File: src/design/arbt_pkg.sv
// Shared types and constants for the address range breakpoint table.
// Used by the interfaces, the controller, the datapath and the top level.
package arbt_pkg;

  // Operation codes carried in the func field
  localparam logic [1:0] FUNC_QUERY = 2'd0;
  localparam logic [1:0] FUNC_ADD   = 2'd1;
  localparam logic [1:0] FUNC_CLEAR = 2'd2;

  localparam int FUNC_W = 2;

  // Commands from the controller to the datapath
  typedef struct packed {
    logic load;     // latch the accepted item
    logic compare;  // register per-entry compare flags
    logic commit;   // update table and load the result register
  } cmd_t;

endpackage

File: src/design/arbt_if.sv
// Valid/ready channel interfaces for the breakpoint table request and result.
// Depends on arbt_pkg for the func field width.
interface arbt_req_if #(
  parameter int ADDR_W = 24
);
  logic                      valid;
  logic                      ready;
  logic [arbt_pkg::FUNC_W-1:0] func;
  logic [ADDR_W-1:0]         addr_low;
  logic [ADDR_W-1:0]         addr_high;

  modport source (output valid, func, addr_low, addr_high, input ready);
  modport sink   (input valid, func, addr_low, addr_high, output ready);
endinterface

interface arbt_rsp_if #(
  parameter int CNT_W = 5
);
  logic             valid;
  logic             ready;
  logic             hit;
  logic             status;
  logic [CNT_W-1:0] entry_count;

  modport source (output valid, hit, status, entry_count, input ready);
  modport sink   (input valid, hit, status, entry_count, output ready);
endinterface

File: src/design/arbt_ctrl.sv
// Controller for the breakpoint table: sequences load, compare and commit.
// Depends on arbt_pkg for the command struct.
module arbt_ctrl (
  input  logic          clk,
  input  logic          rst,
  input  logic          req_valid,
  output logic          req_ready,
  output logic          rsp_valid,
  input  logic          rsp_ready,
  output arbt_pkg::cmd_t cmd
);

  typedef enum logic [1:0] {
    S_IDLE,
    S_CMP,
    S_COMMIT
  } state_t;

  state_t state;
  logic   out_free;

  // Result register may be refilled when empty or being drained
  assign out_free  = !rsp_valid || rsp_ready;
  assign req_ready = (state == S_IDLE);

  // Command decode
  always_comb begin
    cmd.load    = (state == S_IDLE) && req_valid;
    cmd.compare = (state == S_CMP);
    cmd.commit  = (state == S_COMMIT) && out_free;
  end

  // State and result valid
  always_ff @(posedge clk) begin
    if (rst) begin
      state     <= S_IDLE;
      rsp_valid <= 1'b0;
    end else begin
      unique case (state)
        S_IDLE: begin
          if (req_valid) state <= S_CMP;
        end
        S_CMP: begin
          state <= S_COMMIT;
        end
        S_COMMIT: begin
          if (out_free) state <= S_IDLE;
        end
        default: state <= S_IDLE;
      endcase
      // Set by a commit, cleared by a result transfer
      if (cmd.commit) begin
        rsp_valid <= 1'b1;
      end else if (rsp_valid && rsp_ready) begin
        rsp_valid <= 1'b0;
      end
    end
  end

  // Commit never overwrites a result that is still waiting
  a_commit_free: assert property (@(posedge clk) disable iff (rst)
    cmd.commit |-> (!rsp_valid || rsp_ready))
    else $error("commit while result pending");

  // A loaded item is always compared in the next cycle
  a_load_cmp: assert property (@(posedge clk) disable iff (rst)
    cmd.load |=> cmd.compare)
    else $error("load not followed by compare");

  // No new item is taken while one is between compare and commit
  a_cmp_busy: assert property (@(posedge clk) disable iff (rst)
    cmd.compare |=> !req_ready)
    else $error("accepting during compare");

  // Every commit presents a result
  a_commit_out: assert property (@(posedge clk) disable iff (rst)
    cmd.commit |=> rsp_valid)
    else $error("commit without result");

endmodule

File: src/design/arbt_dpath.sv
// Datapath for the breakpoint table: sorted range cells, compare flags,
// entry count and the result register. Depends on arbt_pkg.
module arbt_dpath #(
  parameter int DEPTH  = 16,
  parameter int ADDR_W = 24,
  parameter int CNT_W  = 5
) (
  input  logic                        clk,
  input  logic                        rst,
  input  arbt_pkg::cmd_t              cmd,
  input  logic [arbt_pkg::FUNC_W-1:0] func,
  input  logic [ADDR_W-1:0]           addr_low,
  input  logic [ADDR_W-1:0]           addr_high,
  output logic                        hit,
  output logic                        status,
  output logic [CNT_W-1:0]            entry_count
);

  // Latched item
  logic [arbt_pkg::FUNC_W-1:0] op_func;
  logic [ADDR_W-1:0]           op_low;
  logic [ADDR_W-1:0]           op_high;

  // Table cells and per-cell flags
  logic [ADDR_W-1:0] lo_q [DEPTH];
  logic [ADDR_W-1:0] hi_q [DEPTH];
  logic [DEPTH-1:0]  ins_q;   // cell takes new or shifted entry on add
  logic [DEPTH-1:0]  inr_q;   // cell holds a range covering the address
  logic [CNT_W-1:0]  count;
  logic [CNT_W-1:0]  count_next;
  logic              full;
  logic              do_shift;

  assign full     = (count == CNT_W'(DEPTH));
  assign do_shift = cmd.commit && (op_func == arbt_pkg::FUNC_ADD) && !full;

  // Item latch
  always_ff @(posedge clk) begin
    if (cmd.load) begin
      op_func <= func;
      op_low  <= addr_low;
      op_high <= addr_high;
    end
  end

  // Per-cell compare and insert/shift
  for (genvar k = 0; k < DEPTH; k++) begin : g_cell
    logic valid_k;
    assign valid_k = CNT_W'(k) < count;

    always_ff @(posedge clk) begin
      if (cmd.compare) begin
        ins_q[k] <= valid_k ? (lo_q[k] > op_low) : (CNT_W'(k) == count);
        inr_q[k] <= valid_k && (lo_q[k] <= op_low) && (hi_q[k] >= op_low);
      end
    end

    if (k == 0) begin : g_first
      always_ff @(posedge clk) begin
        if (do_shift && ins_q[k]) begin
          lo_q[k] <= op_low;
          hi_q[k] <= op_high;
        end
      end
    end else begin : g_rest
      always_ff @(posedge clk) begin
        if (do_shift && ins_q[k]) begin
          lo_q[k] <= ins_q[k-1] ? lo_q[k-1] : op_low;
          hi_q[k] <= ins_q[k-1] ? hi_q[k-1] : op_high;
        end
      end
    end
  end

  // Count after the operation
  always_comb begin
    count_next = count;
    unique case (op_func)
      arbt_pkg::FUNC_ADD:   if (!full) count_next = count + CNT_W'(1);
      arbt_pkg::FUNC_CLEAR: count_next = '0;
      default:              count_next = count;
    endcase
  end

  always_ff @(posedge clk) begin
    if (rst) begin
      count <= '0;
    end else if (cmd.commit) begin
      count <= count_next;
    end
  end

  // Result register
  always_ff @(posedge clk) begin
    if (cmd.commit) begin
      hit         <= (op_func == arbt_pkg::FUNC_QUERY) && (|inr_q);
      status      <= (op_func == arbt_pkg::FUNC_ADD) && full;
      entry_count <= count_next;
    end
  end

endmodule

File: src/design/address_range_breakpoint_table.sv
// Address range breakpoint table: holds up to TABLE_DEPTH inclusive address
// ranges sorted by low bound and answers query, add and clear operations
// with one result each (hit, full status, entry count). One item is handled
// at a time: the transfer cycle latches the item, a compare cycle checks
// every table entry in parallel against the latched address into registered
// flags, and a commit cycle shifts the table for an add, updates the count
// and loads the result register. The commit waits while the previous result
// has not been taken, but the next item is accepted as soon as the commit is
// done. Entries have no reset; only the count is cleared.
module address_range_breakpoint_table #(
  parameter int TABLE_DEPTH = 16,
  parameter int ADDR_BITS   = 24
) (
  input logic clk,
  input logic rst,
  arbt_req_if.sink   req,
  arbt_rsp_if.source rsp
);

  localparam int CNT_W = $clog2(TABLE_DEPTH + 1);

  arbt_pkg::cmd_t cmd;

  // Sequencing
  arbt_ctrl u_ctrl (
    .clk       (clk),
    .rst       (rst),
    .req_valid (req.valid),
    .req_ready (req.ready),
    .rsp_valid (rsp.valid),
    .rsp_ready (rsp.ready),
    .cmd       (cmd)
  );

  // Table and result
  arbt_dpath #(
    .DEPTH  (TABLE_DEPTH),
    .ADDR_W (ADDR_BITS),
    .CNT_W  (CNT_W)
  ) u_dpath (
    .clk         (clk),
    .rst         (rst),
    .cmd         (cmd),
    .func        (req.func),
    .addr_low    (req.addr_low),
    .addr_high   (req.addr_high),
    .hit         (rsp.hit),
    .status      (rsp.status),
    .entry_count (rsp.entry_count)
  );

endmodule

File: src/flat_wrapper.sv
// flat-port wrapper written by rule: the top's interface ports become plain ports
module address_range_breakpoint_table_flat 
#(
  parameter int TABLE_DEPTH = 16,
  parameter int ADDR_BITS   = 24
)
  (clk, rst, req_valid, req_func, req_addr_low, req_addr_high, req_ready, rsp_valid, rsp_hit, rsp_status, rsp_entry_count, rsp_ready);
  arbt_req_if #(.ADDR_W(ADDR_BITS)) req_i ();
  arbt_rsp_if #(.CNT_W((5))) rsp_i ();
  input logic clk;
  input logic rst;
  input wire logic [$bits(req_i.valid)-1:0] req_valid;
  input wire logic [$bits(req_i.func)-1:0] req_func;
  input wire logic [$bits(req_i.addr_low)-1:0] req_addr_low;
  input wire logic [$bits(req_i.addr_high)-1:0] req_addr_high;
  output wire logic [$bits(req_i.ready)-1:0] req_ready;
  output wire logic [$bits(rsp_i.valid)-1:0] rsp_valid;
  output wire logic [$bits(rsp_i.hit)-1:0] rsp_hit;
  output wire logic [$bits(rsp_i.status)-1:0] rsp_status;
  output wire logic [$bits(rsp_i.entry_count)-1:0] rsp_entry_count;
  input wire logic [$bits(rsp_i.ready)-1:0] rsp_ready;
  assign req_i.valid = req_valid;
  assign req_i.func = req_func;
  assign req_i.addr_low = req_addr_low;
  assign req_i.addr_high = req_addr_high;
  assign req_ready = req_i.ready;
  assign rsp_valid = rsp_i.valid;
  assign rsp_hit = rsp_i.hit;
  assign rsp_status = rsp_i.status;
  assign rsp_entry_count = rsp_i.entry_count;
  assign rsp_i.ready = rsp_ready;
  address_range_breakpoint_table #(.TABLE_DEPTH(TABLE_DEPTH), .ADDR_BITS(ADDR_BITS)) u_core (.clk(clk), .rst(rst), .req(req_i), .rsp(rsp_i));
endmodule
File: config.mk
export PLATFORM = sky130hd
export DESIGN_NAME = address_range_breakpoint_table_flat
export DESIGN_NICKNAME = d
export VERILOG_FILES = /design/src/design/arbt_pkg.sv /design/src/design/arbt_if.sv /design/src/design/arbt_ctrl.sv /design/src/design/arbt_dpath.sv /design/src/design/address_range_breakpoint_table.sv /design/src/flat_wrapper.sv
export SDC_FILE = /design/constraint.sdc
export NUM_CORES = 2
export LEC_CHECK = 0
export BUFFER_PORTS_ARGS = -buffer_cell sky130_fd_sc_hd__buf_2
export CORE_MARGIN = 4
export CORE_UTILIZATION = 58
export DETAILED_ROUTE_END_ITERATION = 10
export GPL_ROUTABILITY_DRIVEN = 0
export PLACE_DENSITY = 0.77
export SYNTH_ARGS = -nofsm -noshare
export SYNTH_HDL_FRONTEND = slang
export SYNTH_SLANG_ARGS = --single-unit
File: constraint.sdc
create_clock -name clk -period 2.9 [get_ports clk]
set_input_delay 0.725 -clock clk [delete_from_list [all_inputs] [get_ports clk]]
set_output_delay 0.725 -clock clk [all_outputs]
set_load 0.01 [all_outputs]
# ---- Word level (Yosys, flattened, before mapping)
# Memories as Yosys holds them, arrays and structs flattened.
# Index checks and enable logic that the tools add are counted.
dict set report word_totals {
  register_bits 97
  ramBits 768
  in_bits 54
  out_inout_bits 9
  wordCells 279
  memories 2
}
dict set report classes {
  n_addsub 1
  order_cmp 64
  n_eq_ne 22
  mux 85
  reduce_logical 64
}
# memory words width rd rd_clocked_by_memory_dff wr line_no
set mem_list {}
lappend mem_list {u_core.u_dpath.hi_q 16 24 16 0 16 arbt_dpath.sv:26} ;# logic [ADDR_W-1:0] hi_q [DEPTH];
lappend mem_list {u_core.u_dpath.lo_q 16 24 16 0 16 arbt_dpath.sv:25} ;# logic [ADDR_W-1:0] lo_q [DEPTH];
# operator n
set op_table {}
lappend op_table {{$mux 24} 30}
lappend op_table {{$ge 24x24->1} 16}
lappend op_table {{$gt 24x24->1} 16}
lappend op_table {{$le 24x24->1} 16}
lappend op_table {{$logic_and 1x1->1} 55}
lappend op_table {{$mux 1} 50}
lappend op_table {{$eq 4x5->1 const A} 8}
lappend op_table {{$lt 4x5->1 const A} 8}
lappend op_table {{$eq 3x5->1 const A} 4}
lappend op_table {{$lt 3x5->1 const A} 4}
lappend op_table {{$reduce_or 16->1} 1}
lappend op_table {{$eq 2x5->1 const A} 2}
lappend op_table {{$lt 1x5->1 const A} 2}
lappend op_table {{$lt 2x5->1 const A} 2}
lappend op_table {{$pmux 5 s2} 1}
lappend op_table {{$pmux 2 s3} 1}
lappend op_table {{$add 5x1->5 const B} 1}
lappend op_table {{$eq 1x5->1 const A} 1}
lappend op_table {{$eq 5x5->1 const B} 1}
lappend op_table {{$logic_not 5->1} 1}
lappend op_table {{$mux 5} 1}
lappend op_table {{$eq 2x1->1 const B} 2}
lappend op_table {{$eq 2x2->1 const B} 2}
lappend op_table {{$logic_not 2->1} 2}
lappend op_table {{6 further kinds} 9}

# ---- Logic depth before layout (Yosys ltp)
dict set report logic_depth {
  depth_word 8
  mapped_depth 10
  mapped_depth_nobuf 9
}

# ---- By module
# A second synthesis with hierarchy kept.
dict set report unflattened {
  cells_unflattened 4203
  area_unflattened_um2 50932.6
}
# mod n_inst cells_each area_each_um2 seq_area_each_um2
set by_module_without_submodules {}
lappend by_module_without_submodules {arbt_dpath 1 4190 50793.7 25834.8}
lappend by_module_without_submodules {arbt_ctrl 1 13 138.9 60.1}

# ---- Worst setup path after synthesis
# Ideal clock, no wire load.
dict set report synth_timing {
  path_type {reg2reg}
  from {reg u_core.u_dpath.op_low[17]}
  to {reg u_core.u_dpath.inr_q[0] (data pin)}
  setup_time_ns 0.255
  t_arrival_ns 2.964
  t_required_ns 2.645
  path_slack_ns -0.319
  stages_incl_launch_ff 11
  n_path_buf 1
  synth_period_minus_slack_ns 3.219
  path_cell_list {edfxtp_1 inv_1 clkbuf_1 ha_1 a21oi_1 nor2_1 a211oi_1 o21ai_0 a221o_1 a41o_1 and3b_1}
}
dict set report synth_between {
  elab_chain_cells 3
}
# item line_no
set synth_rtl {}
lappend synth_rtl {{start: declaration} arbt_dpath.sv:21} ;# logic [ADDR_W-1:0] op_low;
lappend synth_rtl {{start signal: assignment} arbt_dpath.sv:41} ;# op_low <= addr_low;
lappend synth_rtl {{$le 24x24->1} arbt_dpath.sv:54} ;# inr_q[k] <= valid_k && (lo_q[k] <= op_low) && (hi_q[k] >= op_low);
lappend synth_rtl {{$logic_and 1x1->1} arbt_dpath.sv:54}
lappend synth_rtl {{$logic_and 1x1->1 (*)} arbt_dpath.sv:54}
lappend synth_rtl {{end signal: indexed assignment} arbt_dpath.sv:54}
lappend synth_rtl {{end: declaration} arbt_dpath.sv:28} ;# logic [DEPTH-1:0] inr_q;
# Every way passes the cells marked *; elsewhere a longest branch is shown, timed or not.
# A chain may end at the register's enable or synchronous reset.

# ---- Worst setup path after layout
dict set report layout_timing {
  from {reg u_core.u_dpath.op_low[3]}
  to {reg u_core.u_dpath.ins_q[1] (data pin)}
}
dict set report layout_between {
  elab_chain_cells 2
}
# item line_no
set layout_rtl {}
lappend layout_rtl {{$gt 24x24->1} arbt_dpath.sv:53} ;# ins_q[k] <= valid_k ? (lo_q[k] > op_low) : (CNT_W'(k) == count);
lappend layout_rtl {{$mux 1} arbt_dpath.sv:53}
lappend layout_rtl {{end signal: indexed assignment} arbt_dpath.sv:53}
lappend layout_rtl {{end: declaration} arbt_dpath.sv:27} ;# logic [DEPTH-1:0] ins_q;
# No other way between the ends.

==> results.ini <==
[floorplan]
die-area_um2=92700
io-pin-count=63
fp-row-count=108
start_util=0.586
die_x_um=304
dieHeight_um=304
core_region_area_um2=87000

[route]
firstDrtPassIters=7
wirelength_um=114000
wire_per_inst_um=20.5
drt_iter0_markers=2709
drcViolationCount=0
top_layer=met4
vias=34500
ant_nets=0
wl_met1_um=48400
wl_met2_um=54300
viasPerCell=6.19
met3_length_um=6760

[setup_path]
critical_path.most_common_cell=a21oi_1
cp-end-kind=flop
path_cells=inv_2 > buf_4 > ha_1 > a21oi_1 > a21oi_1 > o21ai_0 > nand3_1 > a222oi_1 > nor2_1
worst_path_largest_cell_delay_ps=570
crit-reg2reg-launch=u_core.u_dpath.op_low[3]$_DFFE_PP_
cp_max_fo=27
crit_start=u_core.u_dpath.op_low[3]$_DFFE_PP_
rr_endpoint=u_core.u_dpath.ins_q[1]$_DFFE_PN_
reg2reg_depth=9
start_kind=flop
path_class=reg -> reg
crit_slowest_cell=a222oi_1
rrSetupSlack_ps=80
cp.required_ps=3280
arrival_ps=3200

[clock_network]
cts_setup_buffers=0
cts.path.max_buffers=3
clock_sinks=865
htree_levels=3
cts_root_buf=clkbuf_16
cts_resized=0
cts_tree=built
numCtsBuffers=94
clkTransAtPathRegs_ps=60
clk_latency_ps=650
hold_buffers=0

[power]
power.density_nw_per_um2=515
p_leak_nw=22.2
peakVddDrop_mv=0.565

[timing]
fin_crit_sh=0.974
setup-violations-final=0
rsz0062_at_grt=false
clock.fmax_mhz=354
final_hold_viol_count=0
relSlewSlack=0.259
fin_skew_ps=24.4
drv_slew=0
tightest_slew_ps=1100
finalSetupTns_ps=0
min_period_ps=2820
hold_slack_ps=245

[placement]
port_buffers=62
place_area_um2=53900
dp_hpwl_um=85800

[logic_synthesis]
syn-num-nets=5030
ys.flop_type=edfxtp_1
ys_ff_latch=865
async_flop_share=0
synth_cell_types=67
synth_cells=4203
yosysWarnings=0
netlist_area_um2=51000
synth_edf_count=857
yosysSeqAreaShare=0.508
avgSynthCellArea_um2=12.1

[grt]
overflow=0
antenna_found_initial=1
grt_pass1_vias=35100
grt_pass1_wl_um=183000
grt_max_degree=72
track_usage=0.244

[cells_and_area]
syn_to_final_growth_pct=12.1
nNetsFinal=5161
drive_gt1_frac=0.179
stdcell_area_um2=57100
post-route-util=0.657

[hold_path]
min_from=req_addr_high[14]
min_delay_path_depth=1
min_to=u_core.u_dpath.op_high[14]$_DFFE_PP_
hp-class=in -> reg

[outcome]
status=finished, final reports clean

[flow_run]
cap_violations=0

[placed cells by master, fill, tap and decap left out, types with 15 or more instances in the layout]
cell and count:
buf_2 62, clkbuf_1 20, o21ai_0 472, inv_1 46, clkbuf_16 97, nand4_1 142, buf_4 96, a21oi_1 272
o31ai_1 18, nor3_1 21, mux2_2 375, inv_2 22, nor2_1 104, buf_12 57, o211ai_1 33, nand2b_1 16
a211oi_1 45, nand3_1 51, ha_1 773, and3_2 16, nand2_1 468, a21o_1 94, clkinv_2 15, nor2b_1 47
edfxtp_1 857
[routing by layer]
layer | global-route usage | up-vias
li1 | - | 16500
met1 | 0.322 | 16700
met2 | 0.411 | 1010
met3 | 0.0293 | 232
met4 | 0.0988 | 0
met5 | 0 | -
[through the flow]
step / power [mW] / setup WS [ps] / std cells
2_1_floorplan: 16.2 / 24.2 / 4203
5_1_grt: 30.5 / 7.95 / 5565
3_5_place_dp: 17.2 / 58.6 / 5393
4_1_cts: 29.6 / 84.8 / 5565
3_3_place_gp: 17.1 / 163 / 5393
6_report: 29.4 / 75.3 / 5566
[Yosys cell counts (3+ instances only)]
cell type | count | area, um^2
clkbuf_1 | 146 | 548
and4_1 | 5 | 43.8
o211ai_1 | 33 | 248
a41o_1 | 4 | 40.0
nor2b_1 | 48 | 300
inv_1 | 69 | 259
ha_1 | 773 | 9670
buf_1 | 29 | 109
nand3_1 | 51 | 255
mux2_2 | 375 | 4220
a211o_1 | 4 | 35.0
and3_1 | 19 | 119
a211oi_1 | 45 | 338
a21boi_0 | 13 | 97.6
o221a_2 | 3 | 33.8
mux2i_1 | 4 | 40.0
o21a_1 | 14 | 105
nand2b_1 | 16 | 100
and2_1 | 6 | 37.5
o21ai_0 | 472 | 2360
nand4_1 | 142 | 888
nor2_1 | 105 | 394
a2111oi_0 | 7 | 61.3
nor3_1 | 21 | 105
o41ai_1 | 3 | 26.3
nand2_1 | 468 | 1760
o31a_1 | 5 | 43.8
dfxtp_1 | 8 | 160
o31ai_1 | 19 | 143
o2111ai_1 | 6 | 52.6
a311oi_1 | 3 | 26.3
nor4_1 | 14 | 87.6
a21boi_1 | 4 | 30.0
edfxtp_1 | 857 | 25700
a31oi_1 | 4 | 25.0
a22oi_1 | 3 | 22.5
a21oi_1 | 272 | 1360
buf_2 | 3 | 15.0
a21o_1 | 94 | 706
[worst max path at each step]
| stage | slack [ps] | end |
|---|---|---|
| floorplan | 20 | u_core.u_dpath.hi_q[1][72]$_DFFE_PP_ |
| global placement | 160 | u_core.u_dpath.inr_q[1]$_DFFE_PN_ |
| detailed placement | 60 | u_core.u_dpath.ins_q[1]$_DFFE_PN_ |
| CTS | 80 | u_core.u_dpath.ins_q[1]$_DFFE_PN_ |
| global route | 8 | u_core.u_dpath.ins_q[1]$_DFFE_PN_ |
| finish | 80 | u_core.u_dpath.ins_q[1]$_DFFE_PN_ |
[cells by family after synthesis]
logic type / after synthesis / synth area share
mux: 379 / 0.0837
fa+ha+maj: 773 / 0.190
buf+inv: 249 / 0.0186
flops: 865 / 0.508
simple gates: 905 / 0.0820
compound gates: 1032 / 0.118
[state kept, by name (all words and copies together), names as in the netlist, 5 cells and up]
name	cells
u_core.u_dpath.ins_q	16
u_core.u_dpath.op_low	24
u_core.u_dpath.count	5
u_core.u_dpath.hi_q	384
u_core.u_dpath.entry_count	5
u_core.u_dpath.inr_q	16
u_core.u_dpath.op_high	24
u_core.u_dpath.lo_q	384
[worst max-delay path, delay by kind of cell, from the launching register on]
kind	cells	cell delay (ps)
adders and majority gates	1	330
buffers and inverters	2	500
and+or+nand+nor	2	220
DFF	1	410
AOI/OAI and AO/OA	4	1090
[cell type report]
type,instances,area (um^2)
antenna,1,2.50
sequential,865,25900
multi-input combinational,3089,24200
timing repair buffer,215,2170
fill,6237,29900
clock buffer,122,2570
clock inverter,50,633
inverter,69,262
tap,1155,1450
[report_power, final]
| part | internal [mW] | total [mW] | switching [mW] | leakage, nW |
|---|---|---|---|---|
| Sequential | 13.9 | 14.1 | 0.197 | 7.84 |
| Clock | 7.49 | 12.4 | 4.95 | 1.56 |
| Combinational | 1.22 | 2.88 | 1.66 | 12.8 |
(Power assumes the default switching activity.)
